File: config.mk
export PLATFORM = sky130hd
export DESIGN_NAME = pcm_downmix_to_mono_core
export DESIGN_NICKNAME = d
export VERILOG_FILES = /design/src/rtl/pdm_pkg.sv /design/src/rtl/pcm_downmix_to_mono_core.sv /design/src/rtl/pdm_ctrl.sv /design/src/rtl/pdm_datapath.sv
export SDC_FILE = /design/constraint.sdc
export NUM_CORES = 1
export LEC_CHECK = 0
export BUFFER_PORTS_ARGS = -buffer_cell sky130_fd_sc_hd__buf_2
export CORE_UTILIZATION = 30
export DETAILED_ROUTE_END_ITERATION = 6
export GPL_TIMING_DRIVEN = 0
export SYNTH_ARGS = -nofsm -noshare
export SYNTH_HDL_FRONTEND = slang
export SYNTH_SLANG_ARGS = --single-unit
File: constraint.sdc
create_clock -name clk -period 6.2 [get_ports clk]
set_input_delay 1.24 -clock clk [delete_from_list [all_inputs] [get_ports clk]]
set_output_delay 1.24 -clock clk [all_outputs]
set_load 0.01 [all_outputs]
File: src/rtl/pdm_pkg.sv
package pdm_pkg;

    localparam int ACC_W                = 37;
    localparam int MAG_W                = 36;
    localparam int CNT_W                = 5;
    localparam int SAMPLE_W             = 32;
    localparam int CFG_DATA_W           = 8;
    localparam int DIV_STEPS            = MAG_W;
    localparam int STEP_W               = $clog2(DIV_STEPS);
    localparam int MAX_CHANNELS_DEFAULT = 16;

    typedef enum logic [1:0] {
        DEPTH_8  = 2'd0,
        DEPTH_16 = 2'd1,
        DEPTH_24 = 2'd2,
        DEPTH_32 = 2'd3
    } depth_t;

    typedef enum logic {
        CFG_DEPTH    = 1'b0,
        CFG_CHANNELS = 1'b1
    } cfg_index_t;

    typedef struct packed {
        logic acc_add;
        logic div_step;
        logic out_load;
    } pdm_cmd_t;

    typedef struct packed {
        logic frame_end;
        logic div_last;
        logic out_free;
    } pdm_status_t;

endpackage

File: src/rtl/pcm_downmix_to_mono_core.sv
// A sample that does not end a frame is added to the accumulator when it is accepted.
// A frame-ending sample starts a 36-step bit-serial divider (one quotient bit
// per cycle); its result is then loaded into the output register once that is free.
// No new request is accepted during division or until the result is loaded.
// Reset: rst_n async low; depth 16 bit, 2 channels, empty frame, no result.
module pcm_downmix_to_mono_core
    import pdm_pkg::*;
#(
    parameter int MAX_CHANNELS = MAX_CHANNELS_DEFAULT
)
(
    input  logic                  clk,
    input  logic                  rst_n,
    input  logic                  in_valid,
    output logic                  in_ready,
    input  logic [SAMPLE_W-1:0]   sample_word,
    input  logic                  last_in_buffer,
    output logic                  out_valid,
    input  logic                  out_ready,
    output logic [SAMPLE_W-1:0]   mono_sample,
    output logic                  last_of_buffer,
    input  logic                  cfg_valid,
    output logic                  cfg_ready,
    input  logic                  cfg_index,
    input  logic [CFG_DATA_W-1:0] cfg_data
);

    pdm_cmd_t    cmd;
    pdm_status_t status;

    assign cfg_ready = 1'b1;

    pdm_ctrl u_ctrl (
        .clk      (clk),
        .rst_n    (rst_n),
        .in_valid (in_valid),
        .in_ready (in_ready),
        .status   (status),
        .cmd      (cmd)
    );

    pdm_datapath #(
        .MAX_CHANNELS (MAX_CHANNELS)
    ) u_datapath (
        .clk            (clk),
        .rst_n          (rst_n),
        .cmd            (cmd),
        .status         (status),
        .cfg_valid      (cfg_valid),
        .cfg_index      (cfg_index_t'(cfg_index)),
        .cfg_data       (cfg_data),
        .sample_word    (sample_word),
        .last_in_buffer (last_in_buffer),
        .out_valid      (out_valid),
        .out_ready      (out_ready),
        .mono_sample    (mono_sample),
        .last_of_buffer (last_of_buffer)
    );

endmodule

File: src/rtl/pdm_ctrl.sv
module pdm_ctrl
    import pdm_pkg::*;
(
    input  logic        clk,
    input  logic        rst_n,
    input  logic        in_valid,
    output logic        in_ready,
    input  pdm_status_t status,
    output pdm_cmd_t    cmd
);

    typedef enum logic [1:0] {
        ST_IDLE,
        ST_DIVIDE,
        ST_DONE
    } state_t;

    state_t state_reg;
    state_t state_next;
    logic   accept;

    assign in_ready = (state_reg == ST_IDLE);
    assign accept   = in_valid && in_ready;

    always_comb
    begin
        state_next   = state_reg;
        cmd.acc_add  = 1'b0;
        cmd.div_step = 1'b0;
        cmd.out_load = 1'b0;
        unique case (state_reg)
            ST_IDLE:
            begin
                cmd.acc_add = accept;
                if (accept && status.frame_end)
                begin
                    state_next = ST_DIVIDE;
                end
            end
            ST_DIVIDE:
            begin
                cmd.div_step = 1'b1;
                if (status.div_last)
                begin
                    state_next = ST_DONE;
                end
            end
            ST_DONE:
            begin
                if (status.out_free)
                begin
                    cmd.out_load = 1'b1;
                    state_next   = ST_IDLE;
                end
            end
            default:
            begin
                state_next = ST_IDLE;
            end
        endcase
    end

    always_ff @(posedge clk or negedge rst_n)
    begin
        if (!rst_n)
        begin
            state_reg <= ST_IDLE;
        end
        else
        begin
            state_reg <= state_next;
        end
    end

endmodule

File: src/rtl/pdm_datapath.sv
module pdm_datapath
    import pdm_pkg::*;
#(
    parameter int MAX_CHANNELS = MAX_CHANNELS_DEFAULT
)
(
    input  logic                  clk,
    input  logic                  rst_n,
    input  pdm_cmd_t              cmd,
    output pdm_status_t           status,
    input  logic                  cfg_valid,
    input  cfg_index_t            cfg_index,
    input  logic [CFG_DATA_W-1:0] cfg_data,
    input  logic [SAMPLE_W-1:0]   sample_word,
    input  logic                  last_in_buffer,
    output logic                  out_valid,
    input  logic                  out_ready,
    output logic [SAMPLE_W-1:0]   mono_sample,
    output logic                  last_of_buffer
);

    localparam int CNT_MAX = (1 << CNT_W) - 1;
    localparam logic [CNT_W-1:0] MAX_EFF =
        (MAX_CHANNELS > CNT_MAX) ? CNT_W'(CNT_MAX) : CNT_W'(MAX_CHANNELS);

    depth_t              depth_reg;
    logic [CNT_W-1:0]    chan_reg;
    logic [ACC_W-1:0]    acc_reg;
    logic [CNT_W-1:0]    pos_reg;
    logic                end_reg;
    logic [MAG_W-1:0]    q_reg;
    logic [CNT_W-1:0]    rem_reg;
    logic [CNT_W-1:0]    div_reg;
    logic                neg_reg;
    depth_t              mode_reg;
    logic                last_reg;
    logic [STEP_W-1:0]   step_reg;
    logic                out_valid_reg;
    logic [SAMPLE_W-1:0] mono_reg;
    logic                flag_reg;

    logic [CNT_W-1:0]    n_eff;
    logic [ACC_W-1:0]    sample_ext;
    logic [ACC_W-1:0]    sum_next;
    logic [ACC_W-1:0]    sum_abs;
    logic [CNT_W:0]      pos_plus;
    logic [CNT_W:0]      trial;
    logic [CNT_W:0]      diff;
    logic                q_bit;
    logic [ACC_W-1:0]    q_signed;
    logic [SAMPLE_W-1:0] q_low;
    logic [SAMPLE_W-1:0] result;

    always_comb
    begin
        if (chan_reg == '0)
        begin
            n_eff = CNT_W'(1);
        end
        else if (chan_reg > MAX_EFF)
        begin
            n_eff = MAX_EFF;
        end
        else
        begin
            n_eff = chan_reg;
        end
    end

    always_comb
    begin
        case (depth_reg)
            DEPTH_8:  sample_ext = {{(ACC_W-8){sample_word[7]}}, sample_word[7:0]};
            DEPTH_16: sample_ext = {{(ACC_W-16){sample_word[15]}}, sample_word[15:0]};
            DEPTH_24: sample_ext = {{(ACC_W-32){sample_word[23]}}, sample_word[23:0], 8'b0};
            default:  sample_ext = {{(ACC_W-32){sample_word[31]}}, sample_word};
        endcase
    end

    assign sum_next = acc_reg + sample_ext;
    assign sum_abs  = sum_next[ACC_W-1] ? (ACC_W'(0) - sum_next) : sum_next;
    assign pos_plus = {1'b0, pos_reg} + (CNT_W+1)'(1);

    assign trial = {rem_reg, q_reg[MAG_W-1]};
    assign q_bit = (trial >= {1'b0, div_reg});
    assign diff  = trial - {1'b0, div_reg};

    assign q_signed = neg_reg ? (ACC_W'(0) - {1'b0, q_reg}) : {1'b0, q_reg};
    assign q_low    = q_signed[SAMPLE_W-1:0];
    assign result   = (mode_reg == DEPTH_24) ? {{8{q_low[31]}}, q_low[31:8]} : q_low;

    assign status.frame_end = (pos_plus >= {1'b0, n_eff});
    assign status.div_last  = (step_reg == STEP_W'(DIV_STEPS - 1));
    assign status.out_free  = !out_valid_reg || out_ready;

    assign out_valid      = out_valid_reg;
    assign mono_sample    = mono_reg;
    assign last_of_buffer = flag_reg;

    always_ff @(posedge clk or negedge rst_n)
    begin
        if (!rst_n)
        begin
            depth_reg     <= DEPTH_16;
            chan_reg      <= CNT_W'(2);
            acc_reg       <= '0;
            pos_reg       <= '0;
            end_reg       <= 1'b0;
            step_reg      <= '0;
            out_valid_reg <= 1'b0;
        end
        else
        begin
            if (cfg_valid)
            begin
                unique case (cfg_index)
                    CFG_DEPTH:    depth_reg <= depth_t'(cfg_data[1:0]);
                    CFG_CHANNELS: chan_reg  <= cfg_data[CNT_W-1:0];
                    default:      chan_reg  <= chan_reg;
                endcase
            end
            if (cmd.acc_add)
            begin
                if (status.frame_end)
                begin
                    acc_reg  <= '0;
                    pos_reg  <= '0;
                    end_reg  <= 1'b0;
                    step_reg <= '0;
                end
                else
                begin
                    acc_reg <= sum_next;
                    pos_reg <= pos_plus[CNT_W-1:0];
                    end_reg <= end_reg | last_in_buffer;
                end
            end
            if (cmd.div_step)
            begin
                step_reg <= step_reg + STEP_W'(1);
            end
            if (cmd.out_load)
            begin
                out_valid_reg <= 1'b1;
            end
            else if (out_ready)
            begin
                out_valid_reg <= 1'b0;
            end
        end
    end

    always_ff @(posedge clk)
    begin
        if (cmd.acc_add && status.frame_end)
        begin
            q_reg    <= sum_abs[MAG_W-1:0];
            rem_reg  <= '0;
            div_reg  <= n_eff;
            neg_reg  <= sum_next[ACC_W-1];
            mode_reg <= depth_reg;
            last_reg <= end_reg | last_in_buffer;
        end
        else if (cmd.div_step)
        begin
            q_reg   <= {q_reg[MAG_W-2:0], q_bit};
            rem_reg <= q_bit ? diff[CNT_W-1:0] : trial[CNT_W-1:0];
        end
        if (cmd.out_load)
        begin
            mono_reg <= result;
            flag_reg <= last_reg;
        end
    end

endmodule

=== After elaboration in Yosys (flattened, before gate mapping) ===
Index checks and enable logic that the tools add are counted.

* Input bits: 47
* Bits in registers: 142
* Output and inout bits: 36

* Eq/ne operators: 9
* Bitwise operators: 2
* Magnitude comparators: 3
* Multiplexer cells: 25
* Reduce and logical (&&, ||, !) cells: 16
* Add/subtract/negate cells: 6

{| class="wikitable"
|+ Operators with widths
! cell !! count
|-
| case mux 37 bit (3 select lines) || 1
|-
| two-way mux 36 bit || 3
|-
| adder 37 bit || 1
|-
| two-way mux 37 bit || 1
|-
| subtractor 1 x 36 -> 36 bit (first input constant) || 1
|-
| two-way mux 32 bit || 1
|-
| subtractor 1 x 32 -> 32 bit (first input constant) || 1
|-
| two-way mux 31 bit || 1
|-
| two-way mux 5 bit || 4
|-
| two-way mux 6 bit || 3
|-
| >= comparator 6 x 5 -> 1 bit || 2
|-
| nonzero test 2 bit || 4
|-
| two-way mux 1 bit || 7
|-
| adder 5 x 1 -> 6 bit (second input constant) || 1
|-
| adder 6 x 1 -> 6 bit (second input constant) || 1
|-
| == test 2 bit (second input constant) || 3
|-
| == test 6 bit (second input constant) || 1
|-
| two-way mux 2 bit || 3
|-
| != test 2 bit (second input constant) || 3
|-
| case mux 2 bit (3 select lines) || 1
|-
| AND reduction 2 bit || 3
|-
| > comparator 5 bit (second input constant) || 1
|-
| logical NOT 5 bit || 1
|-
| subtractor 5 bit || 1
|-
| 8 further kinds || 12
|}

=== Longest topological paths before layout ===
* Depth in word-level cells: 7
* Depth in mapped cells: 20
* Depth with buffers taken out: 16

=== By module ===
From an unflattened synthesis, not the netlist that was laid out.

* Cell total of the unflattened synthesis: 1116
* Area, all modules: 10232.3 um^2

{| class="wikitable"
|+ Modules (own cells, without submodules)
! module !! cells an instance !! instances !! area an instance (um^2)
|-
| pdm_datapath || 1103 || 1 || 10114.7
|-
| pdm_ctrl || 11 || 1 || 106.4
|-
| pcm_downmix_to_mono_core || 2 || 1 || 11.3
|}

=== Worst setup path after synthesis ===
No wires, ideal clock.

* Kind: input to register
* Start point: input port sample_word[15]
* End point: register u_datapath.q_reg[35] (data pin)
* Path slack: 1.082 ns
* Arrival: 4.853 ns
* Required time: 5.935 ns
* Cell stages on the path: 17
* Cells stage by stage: mux2_2 -> nor2_1 -> clkbuf_1 -> a21oi_1 -> ha_1 -> clkbuf_1 -> nand4_1 -> a211oi_1 -> nor3b_1 -> xnor2_1 -> a2111oi_4 -> nand3_2 -> or3_1 -> buf_2 -> o41ai_4 -> xnor2_1 -> o21ai_1

* Word-level cells in the longest chain between the ends: 5

{| class="wikitable"
|+ RTL lines
! item !! RTL line !! source
|-
| start: declaration || pcm_downmix_to_mono_core.sv:16 || <nowiki>input logic [SAMPLE_W-1:0] sample_word,</nowiki>
|-
| case mux 37 bit (3 select lines) (*) || pdm_datapath.sv:72 || <nowiki>case (depth_reg)</nowiki>
|-
| adder 37 bit (*) || pdm_datapath.sv:80 || <nowiki>assign sum_next = acc_reg + sample_ext;</nowiki>
|-
| subtractor 1 x 36 -> 36 bit || pdm_datapath.sv:81 || <nowiki>assign sum_abs = sum_next[ACC_W-1] ? (ACC_W'(0) - sum_next) : sum_next;</nowiki>
|-
| two-way mux 36 bit (*) || pdm_datapath.sv:81 ||
|-
| two-way mux 36 bit (*) || pdm_datapath.sv:155 || <nowiki>if (cmd.acc_add && status.frame_end)</nowiki>
|-
| end signal: assignment || pdm_datapath.sv:157 || <nowiki>q_reg <= sum_abs[MAG_W-1:0];</nowiki>
|-
| end signal: assignment || pdm_datapath.sv:166 || <nowiki>q_reg <= {q_reg[MAG_W-2:0], q_bit};</nowiki>
|-
| end: declaration || pdm_datapath.sv:31 || <nowiki>logic [MAG_W-1:0] q_reg;</nowiki>
|}

Every way passes the cells marked *; elsewhere a longest branch is shown, timed or not.
A chain may end at the register's enable or synchronous reset.

=== Worst setup path after layout ===
* Start point: register u_datapath.depth_reg[0]
* End point: register u_datapath.q_reg[35] (data pin)

* Word-level cells in the longest chain between the ends: 6
* Elaborated cells on any way between the ends: 8
* Those cells by class: add/sub: 2; eq/ne: 2; mux: 3; reduce/logical: 1

{| class="wikitable"
|+ RTL lines
! item !! RTL line !! source
|-
| start: declaration || pdm_datapath.sv:26 || <nowiki>depth_t depth_reg;</nowiki>
|-
| start signal: assignment || pdm_datapath.sv:117 || <nowiki>CFG_DEPTH: depth_reg <= depth_t'(cfg_data[1:0]);</nowiki>
|-
| == test 2 bit (tied with other cells) || pdm_datapath.sv:72 ||
|-
| case mux 37 bit (3 select lines) (*) || pdm_datapath.sv:72 ||
|-
| adder 37 bit (*) || pdm_datapath.sv:80 ||
|-
| subtractor 1 x 36 -> 36 bit || pdm_datapath.sv:81 ||
|-
| two-way mux 36 bit (*) || pdm_datapath.sv:81 ||
|-
| two-way mux 36 bit (*) || pdm_datapath.sv:155 ||
|}

Marked as above.

==> out/summary.txt <==
Post-synth ARST share -> 0.415
RSZ-0062 raised after global routing -> no
Gr ovfl total -> 0
Wire per inst -> 16.5 um
# port buffers -> 78
Synth Register Bits -> 142
Vias in the first global route -> 8260
Syn_area_per_cell -> 9.03 um2
Worst hold path type -> register to register
Tot GR Track Use -> 0.165
Final hold viol count -> 0
Number of flops mapped to enable cells by yosys -> 78
Root buf cell -> clkbuf_16
GPL Wtd Cong -> 0.889
CTS tree -> yes
Die Height -> 186 um
Site Rows -> 66
Share of layout cells above drive strength 1 -> 0.124
Via/cell ratio -> 5.15
Total CTS buffers -> 17
Crit. End Element -> register
PwrDens -> 598 mW/mm2
Initial Util -> 0.307
DIE AREA -> 0.0344 mm2
Yosys top cell by area -> edfxtp_1
Max reg flops -> 37
Buffer count from post-CTS setup fixing -> 0
DRT Wirelength -> 27500 um
Post-synth top cells -> nand2_1, o21ai_0, a21oi_1, edfxtp_1, dfrtp_1
Slew headroom -> 0.301
Count leader, synth -> nand2_1
Drt first pass iters -> 5
Leakage power -> 0.00473 uW
Max VDD drop -> 0.252 mV
Syn nets -> 1218
CTS Buffer Depth -> 2
Core area -> 0.0329 mm2
Period utilization -> 0.926
Worst-path clk slew -> 0.06 ns
Post-synth cell types -> 81
H-tree level count -> 4
Via count -> 8603
ANT cells -> 0
Worst Tran Pin Value -> 1.05 ns
Register area share after synthesis -> 0.388
Final #Nets -> 1316
Startpoint Class -> register
Post-DP HPWL -> 21900 um
Die W -> 186 um
Antenna Nets Post-Route -> 0
CTS Hold Bufs -> 0
DRC violations left -> 0
Core Util, Final -> 0.354
Number of DRC markers in iteration 0 -> 611
Critical path class -> register to register
Worst EP required -> 6.36 ns
Reg2reg setup slack -> 0.46 ns
Outcome -> complete, no violations
WP data arrival -> 5.91 ns
Achievable clock frequency -> 0.174 GHz
Clock net sink count -> 142
Fin Hold WS -> 0.479 ns
Final slew viol count -> 0
First-pass GRT wire length -> 44100 um
Synth top area share -> 0.232
Synth area leaders -> edfxtp_1, dfrtp_1, nand2_1, ha_1, o21ai_0
Main synth FF type -> edfxtp_1
Area delta synth->final -> 15.1%
Syn Std Cell Area -> 0.0101 mm2
Ports -> 83
Clock Latency Late Sink -> 0.43 ns
Gate Count Post-Synth -> 1119
Crit-path max FO -> 10
Antenna violations before repair -> 0
Yosys warns -> 0
Largest net degree at the start of global routing -> 60
Final setup violation count -> 0
Max-cap viol count -> 0
Clk_skew -> 0.0136 ns
Post-layout min period -> 5.74 ns
-- worst max-delay path: stages (launching register included) --
cell and delay, ns:
dfstp_2 0.58, clkbuf_1 0.27, clkbuf_1 0.67, o21ai_0 0.23
ha_1 0.34, clkbuf_1 0.35, nand2_1 0.17, or3_1 0.35
a211oi_1 0.38, nor3b_1 0.15, xnor2_1 0.27, a2111oi_4 0.48
nand3_2 0.17, or3_1 0.33, buf_2 0.18, o41ai_4 0.24
xnor2_1 0.21, o21ai_1 0.10
-- layout by cell type (no fill, tap or decap), drive strengths merged, types with 8 or more instances in the layout --
cell type / synthesis / routed
nand2b: 15 / 15
edfxtp: 78 / 78
o21ai: 125 / 125
mux2i: 29 / 29
clkbuf: 48 / 66
nor2: 51 / 51
nor3: 17 / 17
o31ai: 33 / 33
xnor2: 53 / 53
a211oi: 8 / 8
or3: 11 / 11
dfrtp: 57 / 57
buf: 7 / 86
a21oi: 81 / 81
xor2: 46 / 46
a21o: 18 / 18
mux2: 10 / 10
nor2b: 9 / 9
inv: 29 / 30
nand2: 174 / 174
ha: 50 / 50
nand3: 22 / 22
and2: 17 / 17
nand4: 20 / 20
-- metrics by stage --
stage               area [um2]  cells  TNS [ns]  total power [uW]  setup slack (ns)
floorplan                10100   1119         0              4850              1.08
global route             11600   1672         0              7530            0.0214
finish                   11600   1672         0              6950             0.456
CTS                      11600   1671         0              6920             0.315
global placement         11000   1639         0              5880            0.0151
detailed placement       11100   1639   -0.0735              5940           -0.0735
-- cells by family (layout without fill, tap and decap cells) --
kind of cell,count (synthesis),in the layout,share of synthesized area
AO/OA/AOI/OAI,333,333,0.214
AND/OR/NAND/NOR,369,369,0.175
buffers and inverters,84,195,0.0318
adder cells (fa/ha/maj),52,52,0.0659
multiplexers,39,39,0.0399
other,1,1,0.000371
XOR/XNOR,99,99,0.0858
flip-flops,142,142,0.388
-- repair_timing --
item,in CTS,in global routing
setup endpoints to repair,0,4
resized for setup,0,3
endpoints found under the hold margin,0,0
-- area by class of cell --
cell class	count	area, um2
Clock buffer	18	429
Timing Repair Buffer	79	413
Buffer	55	214
Tap cell	442	553
Multi-Input combinational cell	893	5870
Clock inverter	14	120
Fill cell	3393	21200
Inverter	29	109
Sequential cell	142	3920
-- metal layers --
metal	routed length, um	track usage	vias to the layer above
met1	13100	0.226	4019
met4	573	0.0569	0
met2	12400	0.265	254
li1	-	-	4292
met3	1400	0.0252	38
met5	0	0	-
-- worst paths after layout --
check | startpoint | end | depth (start not counted)
max in group asynchronous | rst_n | u_datapath.acc_reg[23] | 1
hold / removal | u_datapath.rem_reg[4] | u_datapath.rem_reg[4] | 2
hold reg to reg | u_datapath.rem_reg[4] | u_datapath.rem_reg[4] | 2
min in group asynchronous | rst_n | u_datapath.pos_reg[3] | 1
setup reg to reg | u_datapath.depth_reg[0] | u_datapath.q_reg[35] | 17
setup / recovery | u_datapath.depth_reg[0] | u_datapath.q_reg[35] | 17
-- report_power, final --
part | internal, uW | switching, uW | total (uW) | leakage, uW
Combinational | 1580 | 2640 | 4230 | 0.00297
Sequential | 1470 | 288 | 1760 | 0.00151
Clock | 550 | 417 | 966 | 0.000254
Total | 3610 | 3350 | 6950 | 0.00473
(Power assumes the default switching activity.)
